### src/design/ihex_pkg.sv
// Shared types, constants and functions of the Intel HEX record encoder.
// Self-contained; used by every module of the encoder.
package ihex_pkg;

  // Record geometry.
  localparam int unsigned RecLen  = 16;
  localparam int unsigned PosW    = $clog2(RecLen);
  localparam logic [PosW-1:0] RecLast = PosW'(RecLen - 1);
  localparam logic [7:0] RecLenByte = 8'(RecLen);

  // Job queue between the front and the back.
  localparam int unsigned FifoDepth = 2;
  localparam int unsigned FifoPtrW  = (FifoDepth > 1) ? $clog2(FifoDepth) : 1;
  localparam int unsigned FifoCntW  = $clog2(FifoDepth + 1);

  // Input item kinds.
  localparam logic KindData = 1'b0;
  localparam logic KindEof  = 1'b1;

  // Character positions within one data line, in sending order.
  localparam logic [3:0] PosColon = 4'd0;
  localparam logic [3:0] PosLenHi = 4'd1;
  localparam logic [3:0] PosLenLo = 4'd2;
  localparam logic [3:0] PosAddr3 = 4'd3;
  localparam logic [3:0] PosAddr2 = 4'd4;
  localparam logic [3:0] PosAddr1 = 4'd5;
  localparam logic [3:0] PosAddr0 = 4'd6;
  localparam logic [3:0] PosTypHi = 4'd7;
  localparam logic [3:0] PosTypLo = 4'd8;
  localparam logic [3:0] PosDatHi = 4'd9;
  localparam logic [3:0] PosDatLo = 4'd10;
  localparam logic [3:0] PosChkHi = 4'd11;
  localparam logic [3:0] PosChkLo = 4'd12;
  localparam logic [3:0] PosCr    = 4'd13;
  localparam logic [3:0] PosLf    = 4'd14;
  // The end-of-file line is 13 characters, positions 0 to 12.
  localparam logic [3:0] PosEofLast = 4'd12;

  localparam logic [7:0] ChColon = 8'h3A;
  localparam logic [7:0] ChZero  = 8'h30;
  localparam logic [7:0] ChOne   = 8'h31;
  localparam logic [7:0] ChF     = 8'h46;
  localparam logic [7:0] ChCr    = 8'h0D;
  localparam logic [7:0] ChLf    = 8'h0A;

  // One job per accepted item, classified by the front.
  typedef struct packed {
    logic        is_eof;
    logic        has_header;
    logic        has_trailer;
    logic [15:0] address;
    logic [7:0]  data;
    logic [7:0]  checksum;
  } ihex_job_t;

  // Upper-case ASCII hex digit of a nibble.
  function automatic logic [7:0] hex_ascii(input logic [3:0] v);
    hex_ascii = (v > 4'd9) ? (8'h37 + {4'd0, v}) : (8'h30 + {4'd0, v});
  endfunction

  // Characters of the line ":00000001FF" CR LF.
  function automatic logic [7:0] eof_char(input logic [3:0] pos);
    case (pos)
      4'd0:          eof_char = ChColon;
      4'd8:          eof_char = ChOne;
      4'd9, 4'd10:   eof_char = ChF;
      4'd11:         eof_char = ChCr;
      4'd12:         eof_char = ChLf;
      default:       eof_char = ChZero;
    endcase
  endfunction

endpackage

### src/design/intel_hex_record_encoder_top.sv
// Top level of the Intel HEX data record encoder.
// Depends on ihex_pkg, ihex_front, ihex_fifo and ihex_back.
//
//   Channel | Handshake               | Payload
//   --------+-------------------------+--------------------------------------
//   in      | in_valid_i / in_ready_o | kind_i, data_byte_i, record_address_i
//   out     | out_valid_o/out_ready_i | text_char_o, last_char_o
//
// The output sends one character per cycle while out_ready_i holds and a job
// waits; an item has 2 characters for a middle byte, 11 for the first byte of a
// record, 6 for the last one, and 13 for end of file. That output register
// is the rate limit; 16 bytes of a record make 45 characters.
// Reset (rst_ni low, asynchronous) empties the job queue, clears the record
// position and checksum, and drops any character waiting at the output.
// The front keeps accepting items while the two-entry queue has room, so a
// stalled output only stops the input once the queue is full.
module intel_hex_record_encoder_top import ihex_pkg::*; (
  input  logic        clk_i,
  input  logic        rst_ni,
  input  logic        in_valid_i,
  output logic        in_ready_o,
  input  logic        kind_i,
  input  logic [7:0]  data_byte_i,
  input  logic [15:0] record_address_i,
  output logic        out_valid_o,
  input  logic        out_ready_i,
  output logic [7:0]  text_char_o,
  output logic        last_char_o
);

  ihex_job_t job;
  ihex_job_t head;
  logic      push;
  logic      pop;
  logic      full;
  logic      empty;

  // An item is taken whenever the queue has room for its job.
  assign in_ready_o = !full;
  assign push       = in_valid_i && !full;

  // The front classifies the item and updates position and checksum.
  ihex_front u_front (
    .clk_i,
    .rst_ni,
    .push_i          (push),
    .kind_i,
    .data_byte_i,
    .record_address_i,
    .job_o           (job)
  );

  ihex_fifo u_fifo (
    .clk_i,
    .rst_ni,
    .push_i      (push),
    .push_data_i (job),
    .pop_i       (pop),
    .head_o      (head),
    .full_o      (full),
    .empty_o     (empty)
  );

  // The back retires the head job once its last character is registered.
  ihex_back u_back (
    .clk_i,
    .rst_ni,
    .head_i       (head),
    .head_valid_i (!empty),
    .pop_o        (pop),
    .out_valid_o,
    .out_ready_i,
    .text_char_o,
    .last_char_o
  );

endmodule

### src/design/ihex_front.sv
// Front of the encoder: accepts items, tracks record position and checksum,
// and turns each item into a job. Depends on ihex_pkg.
module ihex_front import ihex_pkg::*; (
  input  logic        clk_i,
  input  logic        rst_ni,
  input  logic        push_i,
  input  logic        kind_i,
  input  logic [7:0]  data_byte_i,
  input  logic [15:0] record_address_i,
  output ihex_job_t   job_o
);

  logic [PosW-1:0] pos_q, pos_d;
  logic [7:0]      sum_q, sum_d;
  logic [7:0]      sum_base;
  logic [7:0]      sum_new;
  logic            first;
  logic            tail;

  always_comb begin
    first    = (pos_q == '0);
    tail     = (pos_q == RecLast);
    sum_base = first ? (RecLenByte + record_address_i[15:8] + record_address_i[7:0])
                     : sum_q;
    sum_new  = sum_base + data_byte_i;

    job_o.is_eof      = (kind_i == KindEof);
    job_o.has_header  = first;
    job_o.has_trailer = tail;
    job_o.address     = record_address_i;
    job_o.data        = data_byte_i;
    job_o.checksum    = 8'h00 - sum_new;

    pos_d = pos_q;
    sum_d = sum_q;
    if (push_i) begin
      if (kind_i == KindEof || tail) begin
        pos_d = '0;
        sum_d = '0;
      end else begin
        pos_d = pos_q + 1'b1;
        sum_d = sum_new;
      end
    end
  end

  always_ff @(posedge clk_i or negedge rst_ni) begin
    if (!rst_ni) begin
      pos_q <= '0;
      sum_q <= '0;
    end else begin
      pos_q <= pos_d;
      sum_q <= sum_d;
    end
  end

endmodule

### src/design/ihex_fifo.sv
// Short first-word-fall-through job queue between front and back.
// Depends on ihex_pkg.
module ihex_fifo import ihex_pkg::*; (
  input  logic      clk_i,
  input  logic      rst_ni,
  input  logic      push_i,
  input  ihex_job_t push_data_i,
  input  logic      pop_i,
  output ihex_job_t head_o,
  output logic      full_o,
  output logic      empty_o
);

  ihex_job_t              mem_q [FifoDepth];
  logic [FifoPtrW-1:0]    wr_ptr_q, rd_ptr_q;
  logic [FifoCntW-1:0]    cnt_q;

  function automatic logic [FifoPtrW-1:0] ptr_inc(input logic [FifoPtrW-1:0] p);
    ptr_inc = (p == FifoPtrW'(FifoDepth - 1)) ? '0 : p + 1'b1;
  endfunction

  assign full_o  = (cnt_q == FifoCntW'(FifoDepth));
  assign empty_o = (cnt_q == '0);
  assign head_o  = mem_q[rd_ptr_q];

  always_ff @(posedge clk_i) begin
    if (push_i) begin
      mem_q[wr_ptr_q] <= push_data_i;
    end
  end

  always_ff @(posedge clk_i or negedge rst_ni) begin
    if (!rst_ni) begin
      wr_ptr_q <= '0;
      rd_ptr_q <= '0;
      cnt_q    <= '0;
    end else begin
      if (push_i) begin
        wr_ptr_q <= ptr_inc(wr_ptr_q);
      end
      if (pop_i) begin
        rd_ptr_q <= ptr_inc(rd_ptr_q);
      end
      if (push_i && !pop_i) begin
        cnt_q <= cnt_q + 1'b1;
      end else if (pop_i && !push_i) begin
        cnt_q <= cnt_q - 1'b1;
      end
    end
  end

endmodule

### src/design/ihex_back.sv
// Back of the encoder: walks the head job one character per cycle, while the
// output is free or taken, into an output register. Depends on ihex_pkg.
module ihex_back import ihex_pkg::*; (
  input  logic       clk_i,
  input  logic       rst_ni,
  input  ihex_job_t  head_i,
  input  logic       head_valid_i,
  output logic       pop_o,
  output logic       out_valid_o,
  input  logic       out_ready_i,
  output logic [7:0] text_char_o,
  output logic       last_char_o
);

  logic       started_q;
  logic [3:0] idx_q;
  logic [3:0] pos;
  logic       is_last;
  logic       load;
  logic [7:0] ch;
  logic       valid_q;
  logic [7:0] char_q;
  logic       last_q;

  always_comb begin
    if (started_q) begin
      pos = idx_q;
    end else if (head_i.is_eof || head_i.has_header) begin
      pos = PosColon;
    end else begin
      pos = PosDatHi;
    end

    if (head_i.is_eof) begin
      is_last = (pos == PosEofLast);
    end else if (head_i.has_trailer) begin
      is_last = (pos == PosLf);
    end else begin
      is_last = (pos == PosDatLo);
    end

    unique case (pos)
      PosColon: ch = ChColon;
      PosLenHi: ch = hex_ascii(RecLenByte[7:4]);
      PosLenLo: ch = hex_ascii(RecLenByte[3:0]);
      PosAddr3: ch = hex_ascii(head_i.address[15:12]);
      PosAddr2: ch = hex_ascii(head_i.address[11:8]);
      PosAddr1: ch = hex_ascii(head_i.address[7:4]);
      PosAddr0: ch = hex_ascii(head_i.address[3:0]);
      PosTypHi, PosTypLo: ch = ChZero;
      PosDatHi: ch = hex_ascii(head_i.data[7:4]);
      PosDatLo: ch = hex_ascii(head_i.data[3:0]);
      PosChkHi: ch = hex_ascii(head_i.checksum[7:4]);
      PosChkLo: ch = hex_ascii(head_i.checksum[3:0]);
      PosCr:    ch = ChCr;
      PosLf:    ch = ChLf;
      default:  ch = ChZero;
    endcase
    if (head_i.is_eof) begin
      ch = eof_char(pos);
    end

    load  = head_valid_i && (!valid_q || out_ready_i);
    pop_o = load && is_last;
  end

  always_ff @(posedge clk_i or negedge rst_ni) begin
    if (!rst_ni) begin
      started_q <= 1'b0;
      idx_q     <= '0;
      valid_q   <= 1'b0;
    end else begin
      if (load) begin
        started_q <= !is_last;
        idx_q     <= pos + 4'd1;
        valid_q   <= 1'b1;
      end else if (out_ready_i) begin
        valid_q <= 1'b0;
      end
    end
  end

  always_ff @(posedge clk_i) begin
    if (load) begin
      char_q <= ch;
      last_q <= is_last;
    end
  end

  assign out_valid_o = valid_q;
  assign text_char_o = char_q;
  assign last_char_o = last_q;

endmodule
### config.mk
export PLATFORM = sky130hd
export DESIGN_NAME = intel_hex_record_encoder_top
export DESIGN_NICKNAME = d
export VERILOG_FILES = /design/src/design/ihex_pkg.sv /design/src/design/intel_hex_record_encoder_top.sv /design/src/design/ihex_front.sv /design/src/design/ihex_fifo.sv /design/src/design/ihex_back.sv
export SDC_FILE = /design/constraint.sdc
export NUM_CORES = 1
export LEC_CHECK = 0
export ABC_AREA = 1
export BUFFER_PORTS_ARGS = -buffer_cell sky130_fd_sc_hd__buf_4
export CORE_ASPECT_RATIO = 1.1
export CORE_MARGIN = 2
export CORE_UTILIZATION = 40
export CTS_BUF_LIST = sky130_fd_sc_hd__clkbuf_16
export CTS_CLUSTER_SIZE = 40
export DETAILED_ROUTE_END_ITERATION = 8
export PLACE_DENSITY = 0.57
export SETUP_SLACK_MARGIN = 0.4
export SYNTH_ARGS = -nofsm -noshare
export SYNTH_HDL_FRONTEND = slang
export SYNTH_HIERARCHICAL = 1
export SYNTH_SLANG_ARGS = --single-unit
### constraint.sdc
create_clock -name clk_i -period 3.6 [get_ports clk_i]
set_input_delay 0.36 -clock clk_i [delete_from_list [all_inputs] [get_ports clk_i]]
set_output_delay 0.36 -clock clk_i [all_outputs]
set_load 0.1 [all_outputs]
Yosys cells after proc, flatten, opt, wreduce, memory -nomap -nowiden
Memory sizes are Yosys's and may differ from the RTL's.
Index checks and enable logic that the tools add are counted.
{"block": "totals", "n_memories": 1, "inputBits": 29, "output_inout_bits": 11, "word_cells": 105, "mem_bits_rw": 70, "reg_bits": 31}
{"block": "classes", "add_sub_neg": 26, "n_eq_ne": 14, "muxes": 26, "n_lt_le_gt_ge": 8, "reduce_logical": 20}
{"name": "u_fifo.mem_q", "words": 2, "width": 35, "rd": 1, "rd_ports_with_merged_regs": 0, "wr": 1, "line_no": "ihex_fifo.sv:14", "text": "ihex_job_t mem_q [FifoDepth];"}
{"op": "$add 6x4->7 const A", "count": 16}
{"op": "$pmux 8 s12", "count": 1}
{"op": "$mux 8", "count": 11}
{"op": "$pmux 7 s5", "count": 1}
{"op": "$eq 4x4->1 const B", "count": 8}
{"op": "$gt 4x4->1 const B", "count": 8}
{"op": "$add 8x8->8", "count": 2}
{"op": "$eq 4x3->1 const B", "count": 3}
{"op": "$mux 4", "count": 3}
{"op": "$add 4x1->4 const B", "count": 2}
{"op": "$add 5x8->8 const A", "count": 1}
{"op": "$logic_not 4->1", "count": 2}
{"op": "$mux 1", "count": 8}
{"op": "$sub 1x8->8 const A", "count": 1}
{"op": "$logic_not 1->1", "count": 6}
{"op": "$logic_and 1x1->1", "count": 5}
{"op": "$eq 4x1->1 const B", "count": 1}
{"op": "$eq 4x2->1 const B", "count": 1}
{"op": "$mux 2", "count": 2}
{"op": "$reduce_bool 2->1", "count": 2}
{"op": "$logic_or 1x1->1", "count": 3}
{"op": "$add 1x1->1 const B", "count": 2}
{"op": "$add 2x1->2 const B", "count": 1}
{"op": "$eq 2x2->1 const B", "count": 1}
{"op": "other kinds (3)", "count": 3}

Longest topological paths before layout
An unclocked memory read counts as a cell.
{"block": "logic_depth", "ltp_word": 11, "mapped_depth": 20, "ltp_nobuf": 20}

Modules after synthesis
Netlist, hierarchy kept.
{"module": "ihex_fifo", "instances": 1, "area_per_inst_um2": 2882.8, "seq_area_each_um2": 2202.1, "cells_per_inst": 134}
{"module": "ihex_back", "instances": 1, "area_per_inst_um2": 2099.5, "seq_area_each_um2": 390.4, "cells_per_inst": 360}
{"module": "ihex_front", "instances": 1, "area_per_inst_um2": 1707.9, "seq_area_each_um2": 300.3, "cells_per_inst": 232}
{"module": "intel_hex_record_encoder_top", "instances": 1, "area_per_inst_um2": 17.5, "seq_area_each_um2": 0.0, "cells_per_inst": 4}

Worst setup path after synthesis
Ideal clock, no wire load.
{"block": "synth_path", "kind": "in2reg", "start": "input port record_address_i[1]", "end": "memory u_fifo/mem_q[0][6] in the netlist's numbering, data pin", "slack_ns": 0.503, "setup_time_ns": 0.265, "stages": 14, "arrival_time_ns": 2.832, "path_buffers": 0, "required_time_ns": 3.335, "cell_sequence": "ha_1 -> ha_1 -> fa_1 -> or2_2 -> nand3_1 -> o21ai_0 -> ha_1 -> nand2_1 -> clkinv_1 -> nand4_1 -> nand3_2 -> xnor2_2 -> nand2_1 -> xor2_1"}
{"item": "start: declaration", "line_no": "intel_hex_record_encoder_top.sv:24", "text": "input logic [15:0] record_address_i,"}
{"item": "end: declaration", "line_no": "ihex_fifo.sv:14"}

==> results.sh <==
export IMPL_status="complete, no violations"
export IMPL_r2r_slack_ps=600
export IMPL_ys_ff_latch=100
export IMPL_endpoint="u_fifo/mem_q[1][6]$_DFFE_PP_"
export IMPL_cts_buffers=9
export IMPL_worstPathCellList="buf_4 -> ha_1 -> ha_1 -> fa_1 -> or2_2 -> nand3_1 -> o21ai_0 -> ha_2 -> buf_4 -> xnor2_2 -> nand3_1 -> nor2_1 -> nand2_1 -> xor2_1"
export IMPL_portBuffers=38
export IMPL_cts_max_level=3
export IMPL_via_per_inst=5.02
export IMPL_seqPwrFrac=0.278
export IMPL_hp_start="record_address_i[6]"
export IMPL_initial_core_util=0.410
export IMPL_gr_usage_all_layers=0.172
export IMPL_synth_top_cell_by_area="edfxtp_1"
export IMPL_max_freq_ghz=0.329
export IMPL_post_route_cells_drive_above_1_share=0.196
export IMPL_vias=4824
export IMPL_syn_nets=805
export IMPL_drt_pre_antenna_iters=5
export IMPL_r2r_end="u_fifo/cnt_q[1]$_DFFE_PN0P_"
export IMPL_dieArea_um2=17800
export IMPL_regArea_um2=2890
export IMPL_arrival_ps=3140
export IMPL_startpoint="record_address_i[1]"
export IMPL_synthTopCellsByArea="edfxtp_1 35%, nand2_1 9.3%, dfrtp_1 8.2%"
export IMPL_synth_top_area_frac=0.349
export IMPL_layout_setup_ws_ps=564
export IMPL_grt_antenna_before_repair=0
export IMPL_tns_ps=0
export IMPL_syn_area_um2=6710
export IMPL_place_ws_ps=126
export IMPL_drv_cap=0
export IMPL_power_frac_clock=0.132
export IMPL_clock_sinks=100
export IMPL_cpLargestDelayFamily="adder cells"
export IMPL_end_kind="register"
export IMPL_synth_edf_count=78
export IMPL_worst_skew_pair_late_latency_ps=350
export IMPL_cts_tree="done"
export IMPL_routed_wirelength_mm=14.9
export IMPL_grt_max_degree=35
export IMPL_finalCriticalPeriod_ps=3040
export IMPL_yosysWarnings=6
export IMPL_ir_worst_vdd_mv=0.479
export IMPL_cp_start_kind="input port"
export IMPL_combPwrFrac=0.590
export IMPL_place_congestion=0.922
export IMPL_finalClockSkew_ps=11.7
export IMPL_critical_path_slowest_cell="fa_1"
export IMPL_synth_cell_type_count=47
export IMPL_yosysMostFrequentCell="nand2_1"
export IMPL_clockBufferDepth=2
export IMPL_finalNetCount=827
export IMPL_drt_initial_drc_count=248
export IMPL_worstPathMaxFanout=5
export IMPL_rr_startpoint="u_fifo/rd_ptr_q$_DFFE_PN0P_"
export IMPL_post_dp_hpwl_mm=11.4
export IMPL_root_buffer="clkbuf_16"
export IMPL_drtAntennaViolNets=0
export IMPL_ys_seq_area_frac=0.431
export IMPL_coreArea_um2=16400
export IMPL_clk_pin_slew_ps=80
export IMPL_crit_type="input port to register"
export IMPL_rsz0062_at_grt="yes"
export IMPL_rows=49
export IMPL_grt_pass1_wl_mm=23.8
export IMPL_cpPeakStageDelay_ps=380
export IMPL_dpl_cell_area_um2=6990
export IMPL_gr_total_overflow=0
export IMPL_synth_avg_cell_area_um2=9.19
export IMPL_switching_share=0.466
export IMPL_synthArstFlopShare=0.220
export IMPL_powerDensity_nw_per_um2=972
export IMPL_drc=0
export IMPL_slew_violations=0
export IMPL_path_buf_inv=2
export IMPL_die_h_um=140
export IMPL_fillers=1530
export IMPL_timing_final_crit_share=0.843
export IMPL_cp_required_ps=3700
export IMPL_synth_cells=730
export IMPL_synth_main_ff_cell="edfxtp_1"
export IMPL_hold_violations=0
export IMPL_fin_area_um2=7340
export IMPL_p_int_uw=3810
export IMPL_antenna_cells=0
export IMPL_synth_commonest_cells="166 x nand2_1, 98 x inv_1, 78 x edfxtp_1"
export IMPL_tightest_slew_ps=654
export IMPL_die_w_um=127
export IMPL_syn2layout_area_growth_pct=9.48
export IMPL_io_pins=40
export IMPL_cp_depth=14
export IMPL_setup_viol_count_final=0
export IMPL_reg2reg_depth=17
export IMPL_relSlewSlack=0.564
export IMPL_timing_hold_ws_ps=198
export IMPL_grt_pass1_vias=4847
export IMPL_min_path_type="input port to register"
export IMPL_p_switching_uw=3330
export IMPL_wl_per_cell_um=15.5
export IMPL_power_leakage_uw=0.00348
export IMPL_multi_input_area_um2=3150
## what timing repair did
item	4_1_cts	5_1_grt
endpoints found under the hold margin	22	0
hold buffers	1	0
buffers inserted	0	3
pin swaps	0	2
setup endpoints to repair	2	9
gates resized for setup	1	8
## per-stage QoR
step / utilization / total power (uW) / instances
global route: 0.449 / 7690 / 961
finish: 0.449 / 7140 / 961
detailed placement: 0.427 / 6090 / 941
CTS: 0.445 / 7050 / 958
floorplan: - / 5270 / 730
global placement: 0.427 / 5970 / 941
## cell type report
cell class	instances	share of cell area
flip-flops and latches	100	0.394
multi-input cells	487	0.429
well taps	204	0.0348
inverters	107	0.0549
clock inverters	7	0.00784
clock buffers	9	0.0307
repair buffers	47	0.0489
## routing by layer
| layer | GRT usage | vias to the layer above | routed length (um) | part of all wire |
|---|---|---|---|---|
| met5 | 0 | - | 0 | 0 |
| met4 | 0.0763 | 0 | 490 | 0.033 |
| met3 | 0.0327 | 30 | 537 | 0.036 |
| met2 | 0.293 | 116 | 7230 | 0.49 |
| met1 | 0.210 | 2250 | 6590 | 0.44 |
| li1 | - | 2428 | - | - |
## power groups by stage
stage | clock [uW] | sequential (uW) | combinational, uW
after floorplan | 0 | 2320 | 2950
after CTS | 966 | 1980 | 4100
after global placement | 0 | 1990 | 3980
final | 943 | 1980 | 4210
after global routing | 1010 | 2020 | 4660
after detailed placement | 0 | 2010 | 4080
## layout by cell type, fill, tap and decap left out, types with 7 or more instances in the layout
master and n:
o21ai_0 28, nand2_1 166, inv_1 97, nand3b_1 8
nand3_1 60, nor2_1 43, mux2_4 29, dfrtp_1 21
buf_4 45, a21oi_1 20, edfxtp_1 78, nand3_2 7
ha_1 41, nand2_2 7, inv_2 7, xor2_1 9
clkbuf_16 9
## state kept, by name, indices dropped and copies added, names as in the netlist
| name | cells |
|---|---|
| u_back/idx_q | 4 |
| u_back/last_char_o | 1 |
| u_back/out_valid_o | 1 |
| u_back/started_q | 1 |
| u_back/text_char_o | 7 |
| u_fifo/cnt_q | 2 |
| u_fifo/mem_q | 70 |
| u_fifo/rd_ptr_q | 1 |
| u_fifo/wr_ptr_q | 1 |
| u_front/pos_q | 4 |
| u_front/sum_q | 8 |
## cell families after synthesis
kind of cell / Yosys count / synth area share
AOI/OAI and AO/OA: 64 / 0.0526
and+or+nand+nor: 324 / 0.221
DFF: 100 / 0.431
muxes: 36 / 0.0765
xor gates and xnor gates: 16 / 0.0254
other: 1 / 0.000559
adders and majority gates: 46 / 0.0880
buffers and inverters: 143 / 0.105
## worst min path at each step
stage / endpoint / slack (ps) / depth (start not counted)
floorplan: u_back/idx_q[0]$_DFFE_PN0P_ / 60 / 0
global placement: u_back/idx_q[3]$_DFFE_PN0P_ / 290 / 1
detailed placement: u_back/idx_q[3]$_DFFE_PN0P_ / 280 / 1
CTS: u_fifo/mem_q[1][24]$_DFFE_PP_ / 190 / 1
global route: u_fifo/mem_q[0][18]$_DFFE_PP_ / 190 / 1
finish: u_fifo/mem_q[1][22]$_DFFE_PP_ / 200 / 1
Note: power is estimated with default switching activity, not from simulation.
